**src/hdl/rlde_pkg.sv**
```systemverilog
// ----------------------------------------------------------------------------
// rlde_pkg
// Shared types, constants and helpers for the run-length decimal count encoder.
// ----------------------------------------------------------------------------
`default_nettype none

package rlde_pkg;

  localparam int COUNT_WIDTH_DEF = 16;
  localparam int DIGIT_CAP       = 9999999;
  localparam int DIGIT_CAP_W     = 24;
  localparam int BCD_DIGITS      = 7;
  localparam int BURST_MAX       = 8;
  localparam int IDX_W           = 3;

  localparam logic [3:0] THRESH_MIN   = 4'd1;
  localparam logic [3:0] THRESH_MAX   = 4'd8;
  localparam logic [3:0] THRESH_RESET = 4'd4;
  localparam logic [7:0] ASCII_ZERO   = 8'h30;

  localparam int         ADDR_W        = 3;
  localparam logic [0:0] REG_THRESHOLD = 1'b0;

  typedef logic [BCD_DIGITS-1:0][3:0] bcd_t;

  typedef struct packed {
    logic [BURST_MAX-1:0][7:0] bytes;
    logic [IDX_W-1:0]          last_idx;
    logic                      done;
  } burst_t;

  function automatic bcd_t bcd_inc(bcd_t v);
    bcd_t r;
    logic c;
    r = v;
    c = 1'b1;
    for (int i = 0; i < BCD_DIGITS; i++) begin
      if (c) begin
        if (r[i] == 4'd9) begin
          r[i] = 4'd0;
        end else begin
          r[i] = r[i] + 4'd1;
          c    = 1'b0;
        end
      end
    end
    return r;
  endfunction

  function automatic logic [IDX_W-1:0] bcd_ndig(bcd_t v);
    logic [IDX_W-1:0] n;
    n = '0;
    for (int i = 0; i < BCD_DIGITS; i++) begin
      if (v[i] != 4'd0) n = IDX_W'(i + 1);
    end
    return n;
  endfunction

  function automatic logic [3:0] bcd_digit(bcd_t v, logic [IDX_W-1:0] k);
    logic [3:0] d;
    d = 4'd0;
    for (int i = 0; i < BCD_DIGITS; i++) begin
      if (k == IDX_W'(i)) d = v[i];
    end
    return d;
  endfunction

  function automatic logic [3:0] eff_threshold(logic [3:0] t);
    logic [3:0] r;
    r = t;
    if (r < THRESH_MIN) r = THRESH_MIN;
    if (r > THRESH_MAX) r = THRESH_MAX;
    return r;
  endfunction

endpackage

`default_nettype wire

```
**src/hdl/rlde_encoder.sv**
```systemverilog
// ----------------------------------------------------------------------------
// rlde_encoder
// Run tracking and burst build: one request in, at most one burst of bytes out.
// ----------------------------------------------------------------------------
`default_nettype none

module rlde_encoder #(
  parameter int COUNT_WIDTH = rlde_pkg::COUNT_WIDTH_DEF
) (
  input  wire                   clk,
  input  wire                   rst_n,
  input  wire                   accept,
  input  wire  [7:0]            in_byte,
  input  wire                   in_stream_end,
  input  wire  [3:0]            threshold,
  output logic                  burst_load,
  output rlde_pkg::burst_t      burst
);

  localparam int CNT_W = (COUNT_WIDTH < rlde_pkg::DIGIT_CAP_W) ?
                         COUNT_WIDTH : rlde_pkg::DIGIT_CAP_W;
  localparam longint RUN_MAX_I = (COUNT_WIDTH < rlde_pkg::DIGIT_CAP_W) ?
                                 ((64'd1 << COUNT_WIDTH) - 64'd1) :
                                 longint'(rlde_pkg::DIGIT_CAP);
  localparam logic [CNT_W-1:0] RUN_MAX = CNT_W'(RUN_MAX_I);

  logic [7:0]       prev_r;
  logic             open_r;
  logic [CNT_W-1:0] len_r;
  rlde_pkg::bcd_t   bcd_r;

  logic                          same;
  logic [CNT_W-1:0]              len_inc;
  rlde_pkg::bcd_t                bcd_inc;
  logic                          fl_en;
  logic [CNT_W-1:0]              fl_len;
  rlde_pkg::bcd_t                fl_bcd;
  logic                          fl_digits;
  logic [rlde_pkg::IDX_W-1:0]    ndig;
  logic [rlde_pkg::IDX_W-1:0]    fl_n;
  logic                          lit;
  logic [rlde_pkg::IDX_W:0]      n_res;

  always_comb begin
    same    = open_r && (in_byte == prev_r);
    len_inc = (len_r < RUN_MAX) ? len_r + CNT_W'(1) : len_r;
    bcd_inc = (len_r < RUN_MAX) ? rlde_pkg::bcd_inc(bcd_r) : bcd_r;

    if (same) begin
      fl_en  = in_stream_end;
      fl_len = len_inc;
      fl_bcd = bcd_inc;
    end else begin
      fl_en  = open_r;
      fl_len = len_r;
      fl_bcd = bcd_r;
    end

    fl_digits = fl_len > CNT_W'(threshold);
    ndig      = rlde_pkg::bcd_ndig(fl_bcd);
    if (!fl_en) begin
      fl_n = '0;
    end else if (fl_digits) begin
      fl_n = ndig;
    end else begin
      fl_n = fl_len[rlde_pkg::IDX_W-1:0] - rlde_pkg::IDX_W'(1);
    end

    lit   = !same;
    n_res = {1'b0, fl_n} + {{rlde_pkg::IDX_W{1'b0}}, lit};

    for (int i = 0; i < rlde_pkg::BURST_MAX; i++) begin
      if (rlde_pkg::IDX_W'(i) < fl_n && i < rlde_pkg::BURST_MAX - 1) begin
        if (fl_digits) begin
          burst.bytes[i] = rlde_pkg::ASCII_ZERO |
                           {4'd0, rlde_pkg::bcd_digit(fl_bcd,
                              ndig - rlde_pkg::IDX_W'(1) - rlde_pkg::IDX_W'(i))};
        end else begin
          burst.bytes[i] = prev_r;
        end
      end else begin
        burst.bytes[i] = in_byte;
      end
    end
    burst.last_idx = n_res[rlde_pkg::IDX_W-1:0] - rlde_pkg::IDX_W'(1);
    burst.done     = in_stream_end;
    burst_load     = accept && (n_res != '0);
  end

  always_ff @(posedge clk) begin
    if (!rst_n) begin
      prev_r <= '0;
      open_r <= 1'b0;
      len_r  <= '0;
      bcd_r  <= '0;
    end else if (accept) begin
      if (same) begin
        len_r <= len_inc;
        bcd_r <= bcd_inc;
      end else begin
        prev_r <= in_byte;
        open_r <= 1'b1;
        len_r  <= CNT_W'(1);
        bcd_r  <= rlde_pkg::bcd_t'(1);
      end
      if (in_stream_end) begin
        open_r <= 1'b0;
        len_r  <= '0;
        bcd_r  <= '0;
      end
    end
  end

endmodule

`default_nettype wire

```
**src/hdl/rlde_serializer.sv**
```systemverilog
// ----------------------------------------------------------------------------
// rlde_serializer
// Burst buffer and output register: send one byte of a burst per cycle unless out_stall holds it.
// ----------------------------------------------------------------------------
`default_nettype none

module rlde_serializer (
  input  wire                clk,
  input  wire                rst_n,
  input  wire                burst_load,
  input  wire rlde_pkg::burst_t burst,
  output logic               burst_ready,
  output logic               out_valid,
  input  wire                out_stall,
  output logic [7:0]         out_byte,
  output logic               out_burst_last,
  output logic               out_stream_done
);

  rlde_pkg::burst_t           buf_r;
  logic                       bv_r;
  logic [rlde_pkg::IDX_W-1:0] idx_r;

  logic       ov_r;
  logic [7:0] obyte_r;
  logic       olast_r;
  logic       odone_r;

  logic out_load;
  logic at_last;
  logic pop;

  always_comb begin
    out_load    = bv_r && (!ov_r || !out_stall);
    at_last     = idx_r == buf_r.last_idx;
    pop         = out_load && at_last;
    burst_ready = !bv_r || pop;
  end

  always_ff @(posedge clk) begin
    if (!rst_n) begin
      bv_r  <= 1'b0;
      idx_r <= '0;
      ov_r  <= 1'b0;
    end else begin
      if (out_load) begin
        idx_r <= at_last ? '0 : idx_r + rlde_pkg::IDX_W'(1);
      end
      if (burst_load) begin
        bv_r <= 1'b1;
      end else if (pop) begin
        bv_r <= 1'b0;
      end
      if (out_load) begin
        ov_r <= 1'b1;
      end else if (!out_stall) begin
        ov_r <= 1'b0;
      end
    end
  end

  always_ff @(posedge clk) begin
    if (burst_load) buf_r <= burst;
    if (out_load) begin
      obyte_r <= buf_r.bytes[idx_r];
      olast_r <= at_last;
      odone_r <= at_last && buf_r.done;
    end
  end

  assign out_valid       = ov_r;
  assign out_byte        = obyte_r;
  assign out_burst_last  = olast_r;
  assign out_stream_done = odone_r;

endmodule

`default_nettype wire

```
**src/hdl/run_length_decimal_count_encoder.sv**
```systemverilog
// ----------------------------------------------------------------------------
// run_length_decimal_count_encoder
// Byte-stream run-length encoder writing long runs as ASCII decimal counts.
//
//   channel  direction  handshake           payload
//   in       input      in_valid/in_stall   in_byte, in_stream_end
//   out      output     out_valid/out_stall out_byte, out_burst_last,
//                                           out_stream_done
//   cfg      input      APB psel/penable    count_threshold at byte 0
//
// One request a cycle is taken while the burst buffer is free; a request gives 0 to 8 output bytes.
// Output rate is one byte a cycle unless out_stall holds it, so a request with n results holds the
// burst buffer until all n are sent; every request waits for a free buffer.
// Run counts are kept in binary and BCD side by side.
// Reset is synchronous; all control state clears.
// ----------------------------------------------------------------------------
`default_nettype none

module run_length_decimal_count_encoder #(
  parameter int COUNT_WIDTH = rlde_pkg::COUNT_WIDTH_DEF
) (
  input  wire                        clk,
  input  wire                        rst_n,
  input  wire                        in_valid,
  output logic                       in_stall,
  input  wire  [7:0]                 in_byte,
  input  wire                        in_stream_end,
  output logic                       out_valid,
  input  wire                        out_stall,
  output logic [7:0]                 out_byte,
  output logic                       out_burst_last,
  output logic                       out_stream_done,
  input  wire                        psel,
  input  wire                        penable,
  input  wire                        pwrite,
  input  wire  [rlde_pkg::ADDR_W-1:0] paddr,
  input  wire  [31:0]                pwdata,
  output logic [31:0]                prdata,
  output logic                       pready
);

  logic [3:0]       thr_r;
  logic             cfg_wr;
  logic             hit_thr;
  logic             accept;
  logic             burst_ready;
  logic             burst_load;
  rlde_pkg::burst_t burst;

  assign pready  = 1'b1;
  assign hit_thr = paddr[rlde_pkg::ADDR_W-1:2] == rlde_pkg::REG_THRESHOLD;
  assign cfg_wr  = psel && penable && pwrite && pready && hit_thr;
  assign prdata  = hit_thr ? {28'd0, thr_r} : 32'd0;

  always_ff @(posedge clk) begin
    if (!rst_n) begin
      thr_r <= rlde_pkg::THRESH_RESET;
    end else if (cfg_wr) begin
      thr_r <= pwdata[3:0];
    end
  end

  assign in_stall = !burst_ready;
  assign accept   = in_valid && burst_ready;

  rlde_encoder #(
    .COUNT_WIDTH (COUNT_WIDTH)
  ) u_enc (
    .clk           (clk),
    .rst_n         (rst_n),
    .accept        (accept),
    .in_byte       (in_byte),
    .in_stream_end (in_stream_end),
    .threshold     (rlde_pkg::eff_threshold(thr_r)),
    .burst_load    (burst_load),
    .burst         (burst)
  );

  rlde_serializer u_ser (
    .clk             (clk),
    .rst_n           (rst_n),
    .burst_load      (burst_load),
    .burst           (burst),
    .burst_ready     (burst_ready),
    .out_valid       (out_valid),
    .out_stall       (out_stall),
    .out_byte        (out_byte),
    .out_burst_last  (out_burst_last),
    .out_stream_done (out_stream_done)
  );

  a_end_gives_burst: assert property (@(posedge clk) disable iff (!rst_n)
    accept && in_stream_end |-> burst_load)
    else $error("stream end request gave no burst");

  a_done_is_last: assert property (@(posedge clk) disable iff (!rst_n)
    out_valid && out_stream_done |-> out_burst_last)
    else $error("stream done on a non-final burst byte");

  a_cfg_write: assert property (@(posedge clk) disable iff (!rst_n)
    cfg_wr |=> thr_r == $past(pwdata[3:0]))
    else $error("threshold register not written");

  a_load_when_free: assert property (@(posedge clk) disable iff (!rst_n)
    burst_load |-> burst_ready)
    else $error("burst loaded over a busy buffer");

endmodule

`default_nettype wire

```
**config.mk**
```make
export PLATFORM = sky130hd
export DESIGN_NAME = run_length_decimal_count_encoder
export DESIGN_NICKNAME = d
export VERILOG_FILES = /design/src/hdl/rlde_pkg.sv /design/src/hdl/rlde_encoder.sv /design/src/hdl/rlde_serializer.sv /design/src/hdl/run_length_decimal_count_encoder.sv
export SDC_FILE = /design/constraint.sdc
export NUM_CORES = 1
export LEC_CHECK = 0
export BUFFER_PORTS_ARGS = -buffer_cell sky130_fd_sc_hd__clkbuf_2
export CORE_MARGIN = 2
export CORE_UTILIZATION = 50
export CTS_CLUSTER_SIZE = 8
export DETAILED_ROUTE_END_ITERATION = 12
export HOLD_SLACK_MARGIN = 0.15
export PLACE_DENSITY_LB_ADDON = 0.2
export SYNTH_ARGS = -nofsm -noshare
export SYNTH_HDL_FRONTEND = slang
export SYNTH_SLANG_ARGS = --single-unit
export TNS_END_PERCENT = 30
```
**constraint.sdc**
```tcl
create_clock -name clk -period 14.2 [get_ports clk]
set_clock_uncertainty 0.05 [all_clocks]
set_input_delay 3.55 -clock clk [delete_from_list [all_inputs] [get_ports clk]]
set_output_delay 3.55 -clock clk [all_outputs]
set_load 0.02 [all_outputs]
```
# After elaboration in Yosys (flattened, before gate mapping)
# Cells that the tools add are included.
# totals
ff_bits,140
in_bits,51
out_inout_bits,45
# op_classes
n_addsub,19
order_cmp,12
eq_ne,53
n_mux,117
n_bitwise,2
n_reduce_logical,34
# op_table
operator,count
$mux W4,65
$mux W8,15
$mux W28,4
$mux W16,4
$eq A3 B3 Y1 const B,21
$eq A3 B2 Y1 const B,14
$reduce_bool A4 Y1,8
$add A4 B1 Y4 const B,7
$eq A4 B4 Y1 const B,7
$bmux W8 S3,1
$eq A3 B1 Y1 const B,7
$logic_not A3 Y1,7
$mux W3,7
$mux W1,19
$add A16 B1 Y16 const B,1
$gt A16 B4 Y1,1
$lt A16 B16 Y1 const B,1
$sub A3 B1 Y3 const B,4
$logic_and A1 B1 Y1,9
$lt A3 B3 Y1 const A,3
$sub A3 B3 Y3 const B,3
$eq A8 B8 Y1,1
$lt A1 B3 Y1 const A,2
$lt A2 B3 Y1 const A,2
other kinds (15),24

# Longest topological paths before layout
# Gate-level depths: netlist of the first run.
# depth
word_depth,30
ltp_mapped,26
mapped_depth_nobuf,23

# Hierarchy
# Synthesis of the first run repeated with hierarchy kept, for this count alone.
# hier_totals
cells_unflattened,1198
hier_area_um2,10950.5
# by_module_without_submodules
mod,n_inst,cells_per_inst,area_per_inst_um2
rlde_encoder,1,1003,7317.0
rlde_serializer,1,135,3159.3
run_length_decimal_count_encoder,1,60,474.2

# Worst setup path after synthesis of the first run
# No wires, ideal clock.
# synth_path
kind,input -> register
start,input port in_byte[1]
end,"register u_ser.buf_r[0] in the netlist's numbering, enable pin"
t_arrival_ns,10.777
required_time_ns,13.656
slack_ns,2.878
path_stages,26
path_buffers,3
cell_sequence,clkbuf_1 xnor2_1 nand3_1 nor3_1 clkinv_1 clkbuf_1 nor2_1 nand2_1 nand2_1 ha_1 nor2b_1 o21a_1 o21a_1 o21ai_0 nand3_1 o31ai_4 mux2i_1 or2_1 buf_2 inv_1 ha_1 ha_1 inv_1 ha_1 a21boi_0 nor2_1
# synth_via
elab_chain_cells,16
elab_cells_between_ends,27
classes_between,2 x add/sub; 1 x order compare; 1 x eq/ne; 12 x mux; 11 x reduce/logical
# synth_lines
element,line_no,rtl
"start, declared",run_length_decimal_count_encoder.sv:26,"input wire [7:0] in_byte,"
$eq A8 B8 Y1 *,rlde_encoder.sv:45,same = open_r && (in_byte == prev_r);
$logic_and A1 B1 Y1 *,rlde_encoder.sv:45,
$mux W28,rlde_encoder.sv:49,if (same) begin
$reduce_bool A4 Y1,rlde_pkg.sv:54,if (v[i] != 4'd0) n = IDX_W'(i + 1);
$mux W1,rlde_pkg.sv:54,
$mux W2 (2 in series),rlde_pkg.sv:54,
$mux W3 (4 in series),rlde_pkg.sv:54,
$mux W3,rlde_encoder.sv:63,end else if (fl_digits) begin
$mux W3,rlde_encoder.sv:61,if (!fl_en) begin
$add A3 B1 Y4 *,rlde_encoder.sv:70,"n_res = {1'b0, fl_n} + {{rlde_pkg::IDX_W{1'b0}}, lit};"
$reduce_bool A4 Y1 *,rlde_encoder.sv:87,burst_load = accept && (n_res != '0);
$logic_and A1 B1 Y1 *,rlde_encoder.sv:87,
net burst_load,run_length_decimal_count_encoder.sv:47,logic burst_load;
"end signal, assigned",rlde_serializer.sv:63,if (burst_load) buf_r <= burst;
"end, declared",rlde_serializer.sv:20,rlde_pkg::burst_t buf_r;
# The timed path passes the listed nets; every way through them passes the cells marked *.
# A chain may end at the register's enable or synchronous reset.

# Worst setup path after layout of the first run
# layout_path
start,input port in_byte[1]
end,"register u_ser.buf_r[7] in the netlist's numbering, enable pin"
# Same word-level chain as after synthesis.

==> results.yml, run 1 <==
worst_setup_path:
  crit_type: "in2reg"
  cp.depth: 27
  crit_top_cell: "ha_1"
  r2r_slack_ns: 6.82
  r2r-end: "u_ser.buf_r[7]"
  cp_slowest_cell: "nor2_4"
  crit_family: "simple AND/OR/NAND/NOR gates"
  crit_start: "in_byte[1]"
  path_buf_inv: 7
  r2r_cells: 25
  max_stage_delay_ns: 0.72
  cp-endpoint: "u_ser.buf_r[7]"
  worst_ep_arrival_time_ns: 9.95
  start_kind: "primary input"
  required_ns: 14.23
  crit_fanout: 37
  r2r_start: "u_enc.len_r[0]"
  cp-end-kind: "flop"
route:
  drc: 0
  avgRoutedWirePerCell_um: 18.55
  drt.antenna.violating_nets: 0
  vias_per_cell: 6.094
  wirelength_um: 26250
  dr.pass1.iters: 5
  num_vias: 8623
  first_iter_violations: 855
timing:
  fin_crit_ns: 9.916
  final.setup.worst_slack_ns: 4.284
  hold_viol: 0
  fin_crit_sh: 0.6983
  fmax_ghz: 0.1008
  slew_headroom: 0.3219
  rsz0062_at_grt: "no"
  setup-violations-final: 0
  finalMaxSlewViolations: 0
  worst_slew_pin_slew_ns: 1.013
  finalSetupTns_ns: 0
yosys:
  synthesis.instances: 1151
  synth.distinct_cells: 90
  synthTopCellsByArea: "edfxtp_1 (23%), dfxtp_1 (12%), mux2_2 (5.5%)"
  synth-seq-area-share: 0.3494
  yosys_warnings: 0
  ys_async_sr_fraction: 0
  ys.flop_type: "edfxtp_1"
  synth-seq-cells: 140
  synth_top_area_share: 0.2283
  syn_avg_cell_area_sq_um: 8.912
  synth_top_area_cell: "edfxtp_1"
  synth_edf_count: 78
  synth_area_sq_um: 10260
pwr:
  p_seq_frac: 0.434
  vdd_drop_max_mv: 0.08860
  p_comb_frac: 0.153
  clock_power_share: 0.413
  power.internal_mw: 0.7650
  switching_power_mw: 0.3266
  leakagePower_nw: 3.872
  power_density_nw_per_um2: 98.88
  swShare: 0.2992
global_route:
  grt.total_usage: 0.2469
  grt_pass1_wl_um: 42660
  antenna_found_initial: 0
  overflow: 0
  first_global_vias: 8005
  grt_max_degree: 63
clock_tree:
  cts.sinks: 140
  cts_tree: "yes"
  clkTransAtPathRegs_ns: 0.07
  cts_max_level: 4
  cts_setup_buffers: 0
  clockBufferDepth: 2
  cts_resized: 0
  cts_buffers: 17
  clk_latency_ns: 0.44
  hold_buffers: 0
  clockRootBuffer: "clkbuf_16"
place:
  portBuffers: 36
  dpl.hpwl_um: 17550
  pre_cts_slack_ns: 3.852
  place.gp.congestion: 0.9227
die:
  core_area_sq_um: 20170
  die_h_um: 147.2
  die_x_um: 147.2
  row_count: 52
  io_pins: 96
  die_area_sq_um: 21680
  initial_core_util: 0.5086
run:
  drv_cap: 0
cells_and_area:
  fin_util: 0.5474
  layout-drive-gt1-share: 0.1590
  fin_nets: 1200
  antenna_cells: 0
  area_delta_synth_final_pct: 7.636
hold_path:
  hp-class: "reg2reg"
status:
  status: "completed"
layer usage:
layer / track usage / routed length (um) / vias up
met4: 0.06827 / 357 / 0
met1: 0.3408 / 11960 / 4146
met5: 0 / 0 / -
li1: - / - / 4195
met2: 0.4047 / 12550 / 250
met3: 0.03882 / 1383 / 32
cells in the mapped netlist, types with 6 or more instances:
cell / instances
and3_1: 14
a21boi_0: 20
nand2_1: 110
a221o_1: 9
mux4_2: 16
a221oi_1: 20
mux2_2: 50
a22o_1: 7
o211ai_1: 14
or2_2: 6
o21a_1: 12
and2_1: 10
nand2b_1: 24
a31oi_1: 16
nor2b_1: 38
xnor2_1: 29
nand4_1: 16
inv_1: 27
a21o_1: 9
nor3_1: 21
a211oi_1: 9
xor2_1: 9
a22oi_1: 11
dfxtp_1: 62
or4_1: 7
buf_4: 30
clkbuf_1: 74
nor4_1: 12
nand3_1: 30
buf_2: 8
nor2_1: 63
a21oi_1: 75
mux2i_1: 23
edfxtp_1: 78
o21ai_0: 74
ha_1: 17
worst min-delay path, stage by stage, from the launching register on:
cell and delay [ns]:
dfxtp_1 0.33, nand2_1 0.05, a21boi_0 0.06
metrics by stage:
step,cells,hold WS (ns),instance area (sq um),power [mW]
global placement,1383,0.4262,10450,0.6462
finish,1415,0.4432,11040,1.092
floorplan,1178,0.4153,10360,0.6138
global route,1415,0.4770,11040,1.134
detailed placement,1383,0.4319,10450,0.6491
CTS,1415,0.4413,11040,1.096
cell type report:
| class | count | area, sq um |
|---|---|---|
| clock buffers | 17 | 425.4 |
| flip-flops and latches | 140 | 3583 |
| clock inverters | 15 | 166.4 |
| well taps | 270 | 337.8 |
| repair buffers | 52 | 300.3 |
| inverters | 30 | 112.6 |
| fillers | 1843 | 9129 |
| multi-input cells | 891 | 6115 |
worst min-delay path by stage:
stage	from	end	cells past startpoint
6_report	u_enc.prev_r[7]	u_enc.prev_r[7]	2
5_1_grt	u_enc.prev_r[1]	u_enc.prev_r[1]	2
4_1_cts	u_enc.prev_r[7]	u_enc.prev_r[7]	2
3_5_place_dp	u_enc.prev_r[7]	u_enc.prev_r[7]	2
3_3_place_gp	u_enc.prev_r[7]	u_enc.prev_r[7]	2
2_1_floorplan	u_enc.prev_r[6]	u_enc.prev_r[6]	2
state kept, by name, indices dropped and copies added (netlist names):
signal	cells
u_ser.out_stream_done	1
u_ser.out_burst_last	1
u_ser.buf_r	68
u_ser.idx_r	3
u_ser.out_byte	8
u_ser.out_valid	1
u_enc.prev_r	8
u_enc.len_r	16
u_ser.bv_r	1
thr_r	4
u_enc.open_r	1
u_enc.bcd_r	28
cells by family after synthesis:
| family | synth area share |
|---|---|
| flops | 0.3494 |
| mux | 0.1169 |
| other cells | 0.0007322 |
| simple gates | 0.1926 |
| buf+inv | 0.06587 |
| xor+xnor | 0.03403 |
| fa+ha+maj | 0.02074 |
| compound gates | 0.2198 |
power groups by stage:
stage	Combinational [mW]	Sequential [mW]	Clock [mW]
finish	0.167	0.474	0.451
global route	0.183	0.476	0.476
CTS	0.167	0.474	0.455
floorplan	0.130	0.484	0
detailed placement	0.166	0.483	0
global placement	0.164	0.482	0
layout by cell type, fill, tap and decap left out, types with 17 or more instances in the layout:
master,netlist,layout
a21boi_0,20,20
a21oi_1,75,75
a221oi_1,20,20
clkbuf_16,0,17
clkbuf_2,1,36
conb_1,2,29
dfxtp_1,62,62
edfxtp_1,78,78
ha_1,17,17
inv_1,27,27
mux2_2,50,50
mux2i_1,23,23
nand2_1,110,110
nand2b_1,24,24
nand3_1,30,30
nor2_1,63,61
nor2b_1,38,38
nor3_1,21,20
o21ai_0,74,74
xnor2_1,29,29
Power figures use the tool's default switching activity.
==> inputs of run 2 (changes only) <==
==> constraint.sdc (replaced) <==
create_clock -name clk -period 9.7 [get_ports clk]
set_clock_uncertainty 0.05 [all_clocks]
set_input_delay 2.425 -clock clk [delete_from_list [all_inputs] [get_ports clk]]
set_output_delay 2.425 -clock clk [all_outputs]
set_load 0.02 [all_outputs]
==> run 2 against run 1 <==
  * Highest routed layer unchanged
  * Combinational power increased by 49%
  * First-iteration DRC count is 9.1% lower
  * Sequential power is 46% higher
  * Critical path type unchanged
==> results.yml, run 2 (synthesis gave the netlist of run 1 again) <==
clock_tree:
  clk_latency_ns: 0.43
  clockRootBuffer: "clkbuf_16"
  cts_buffers: 17
  clkTransAtPathRegs_ns: 0.07
  cts_tree: "yes"
  hold_buffers: 0
  cts.sinks: 140
  clockBufferDepth: 2
  cts_setup_buffers: 0
  cts_max_level: 4
  cts_resized: 0
route:
  first_iter_violations: 777
  drc: 0
  num_vias: 8649
  drt.antenna.violating_nets: 0
  wirelength_um: 26520
  avgRoutedWirePerCell_um: 18.73
  dr.pass1.iters: 8
  vias_per_cell: 6.108
global_route:
  antenna_found_initial: 0
  grt_pass1_wl_um: 42810
  overflow: 0
  grt_max_degree: 48
  grt.total_usage: 0.2471
  first_global_vias: 7954
cells_and_area:
  layout-drive-gt1-share: 0.1597
  largest_register_ffs: 68
  final_cell_mix: "nand2_1 (110), edfxtp_1 (78), a21oi_1 (75)"
  largest_register: "u_ser.buf_r"
  reg_top3: "u_ser.buf_r: 68 flops, u_enc.bcd_r: 28 flops, u_enc.len_r: 16 flops"
  antenna_cells: 0
  area_delta_synth_final_pct: 7.880
  fin_nets: 1201
  final_common_cell: "nand2_1"
worst_setup_path:
  start_kind: "primary input"
  crit_type: "in2reg"
  cp_slowest_cell: "nor2_4"
  required_ns: 9.76
  r2r_cells: 24
  max_stage_delay_ns: 0.55
  path_buf_inv: 5
  worst_ep_arrival_time_ns: 8.15
  crit_family: "simple AND/OR/NAND/NOR gates"
  cp-end-kind: "flop"
  crit_top_cell: "ha_1"
  crit_fanout: 47
  cp.depth: 25
  r2r_slack_ns: 3.04
timing:
  finalSetupTns_ns: 0
  finalMaxSlewViolations: 0
  setup-violations-final: 0
  rsz0062_at_grt: "no"
  worst_slew_pin_slew_ns: 1.156
  hold_viol: 0
  fin_crit_ns: 8.089
  fmax_ghz: 0.1236
  fin_crit_sh: 0.8339
  slew_headroom: 0.2277
die:
  row_count: 52
  initial_core_util: 0.5086
  io_pins: 96
  die_x_um: 147.2
  die_h_um: 147.2
  die_area_sq_um: 21680
  core_area_sq_um: 20170
run:
  drv_cap: 0
place:
  portBuffers: 36
  place.gp.congestion: 0.9303
  dpl.hpwl_um: 17830
pwr:
  power_density_nw_per_um2: 145.4
  power.total_mw: 1.609
  leakagePower_nw: 3.891
  vdd_drop_max_mv: 0.1288
hold_path:
  holdPathStages: 2
  hp-class: "reg2reg"
status:
  status: "completed"
## run 2: changes by cell type in the layout (fill, tap and decap cells not counted), sizes merged
cell      before  now
inv           37   36
clkinv         6    8
clkinvlp       2    0
buf           16   17
bufinv         0    1
## run 2: stage by stage
step	hold slack (ns)	area (sq um)	setup slack [ns]	utilization	cells
floorplan	0.4153	10360	0.6370	-	1178
global placement	0.4236	10470	1.245	0.5190	1384
detailed placement	0.4350	10470	1.156	0.5190	1384
CTS	0.4521	11070	1.593	0.5486	1416
global route	0.4760	11070	1.170	0.5486	1416
finish	0.4504	11070	1.611	0.5486	1416
## run 2: layout make-up
cell class,count,area (sq um)
clock buffer,17,425.4
clock inverter,15,171.4
fill,1879,9104
inverter,30,112.6
multi-input combinational,891,6115
sequential,140,3583
tap,270,337.8
timing repair buffer,53,320.3
## run 2: per-layer routing
metal / GRT usage / wire (um) / share of wire
met5: 0 / 0 / 0
met4: 0.06010 / 352 / 0.013
met3: 0.04534 / 1778 / 0.067
met2: 0.4040 / 12560 / 0.47
met1: 0.3413 / 11830 / 0.45
## run 2: power by group
part	switching [mW]	internal (mW)	leakage, nW
Combinational	0.150	0.0973	2.35
Clock	0.300	0.367	0.294
Sequential	0.0156	0.678	1.25
## run 2: worst reg2reg max path, delay by kind of cell, from the launching register on
family	cells	cell delay (ns)
mux	1	0.36
buf+inv	3	0.47
compound gates	5	1.09
fa+ha+maj	5	1.16
simple gates	10	2.79
flops	1	0.41
## run 2: worst paths after layout
| check | startpoint | to |
|---|---|---|
| setup / recovery | in_byte[3] | u_ser.buf_r[28] |
| hold / removal | u_enc.prev_r[7] | u_enc.prev_r[7] |
| setup reg to reg | u_enc.len_r[0] | u_ser.buf_r[28] |
| hold reg to reg | u_enc.prev_r[7] | u_enc.prev_r[7] |
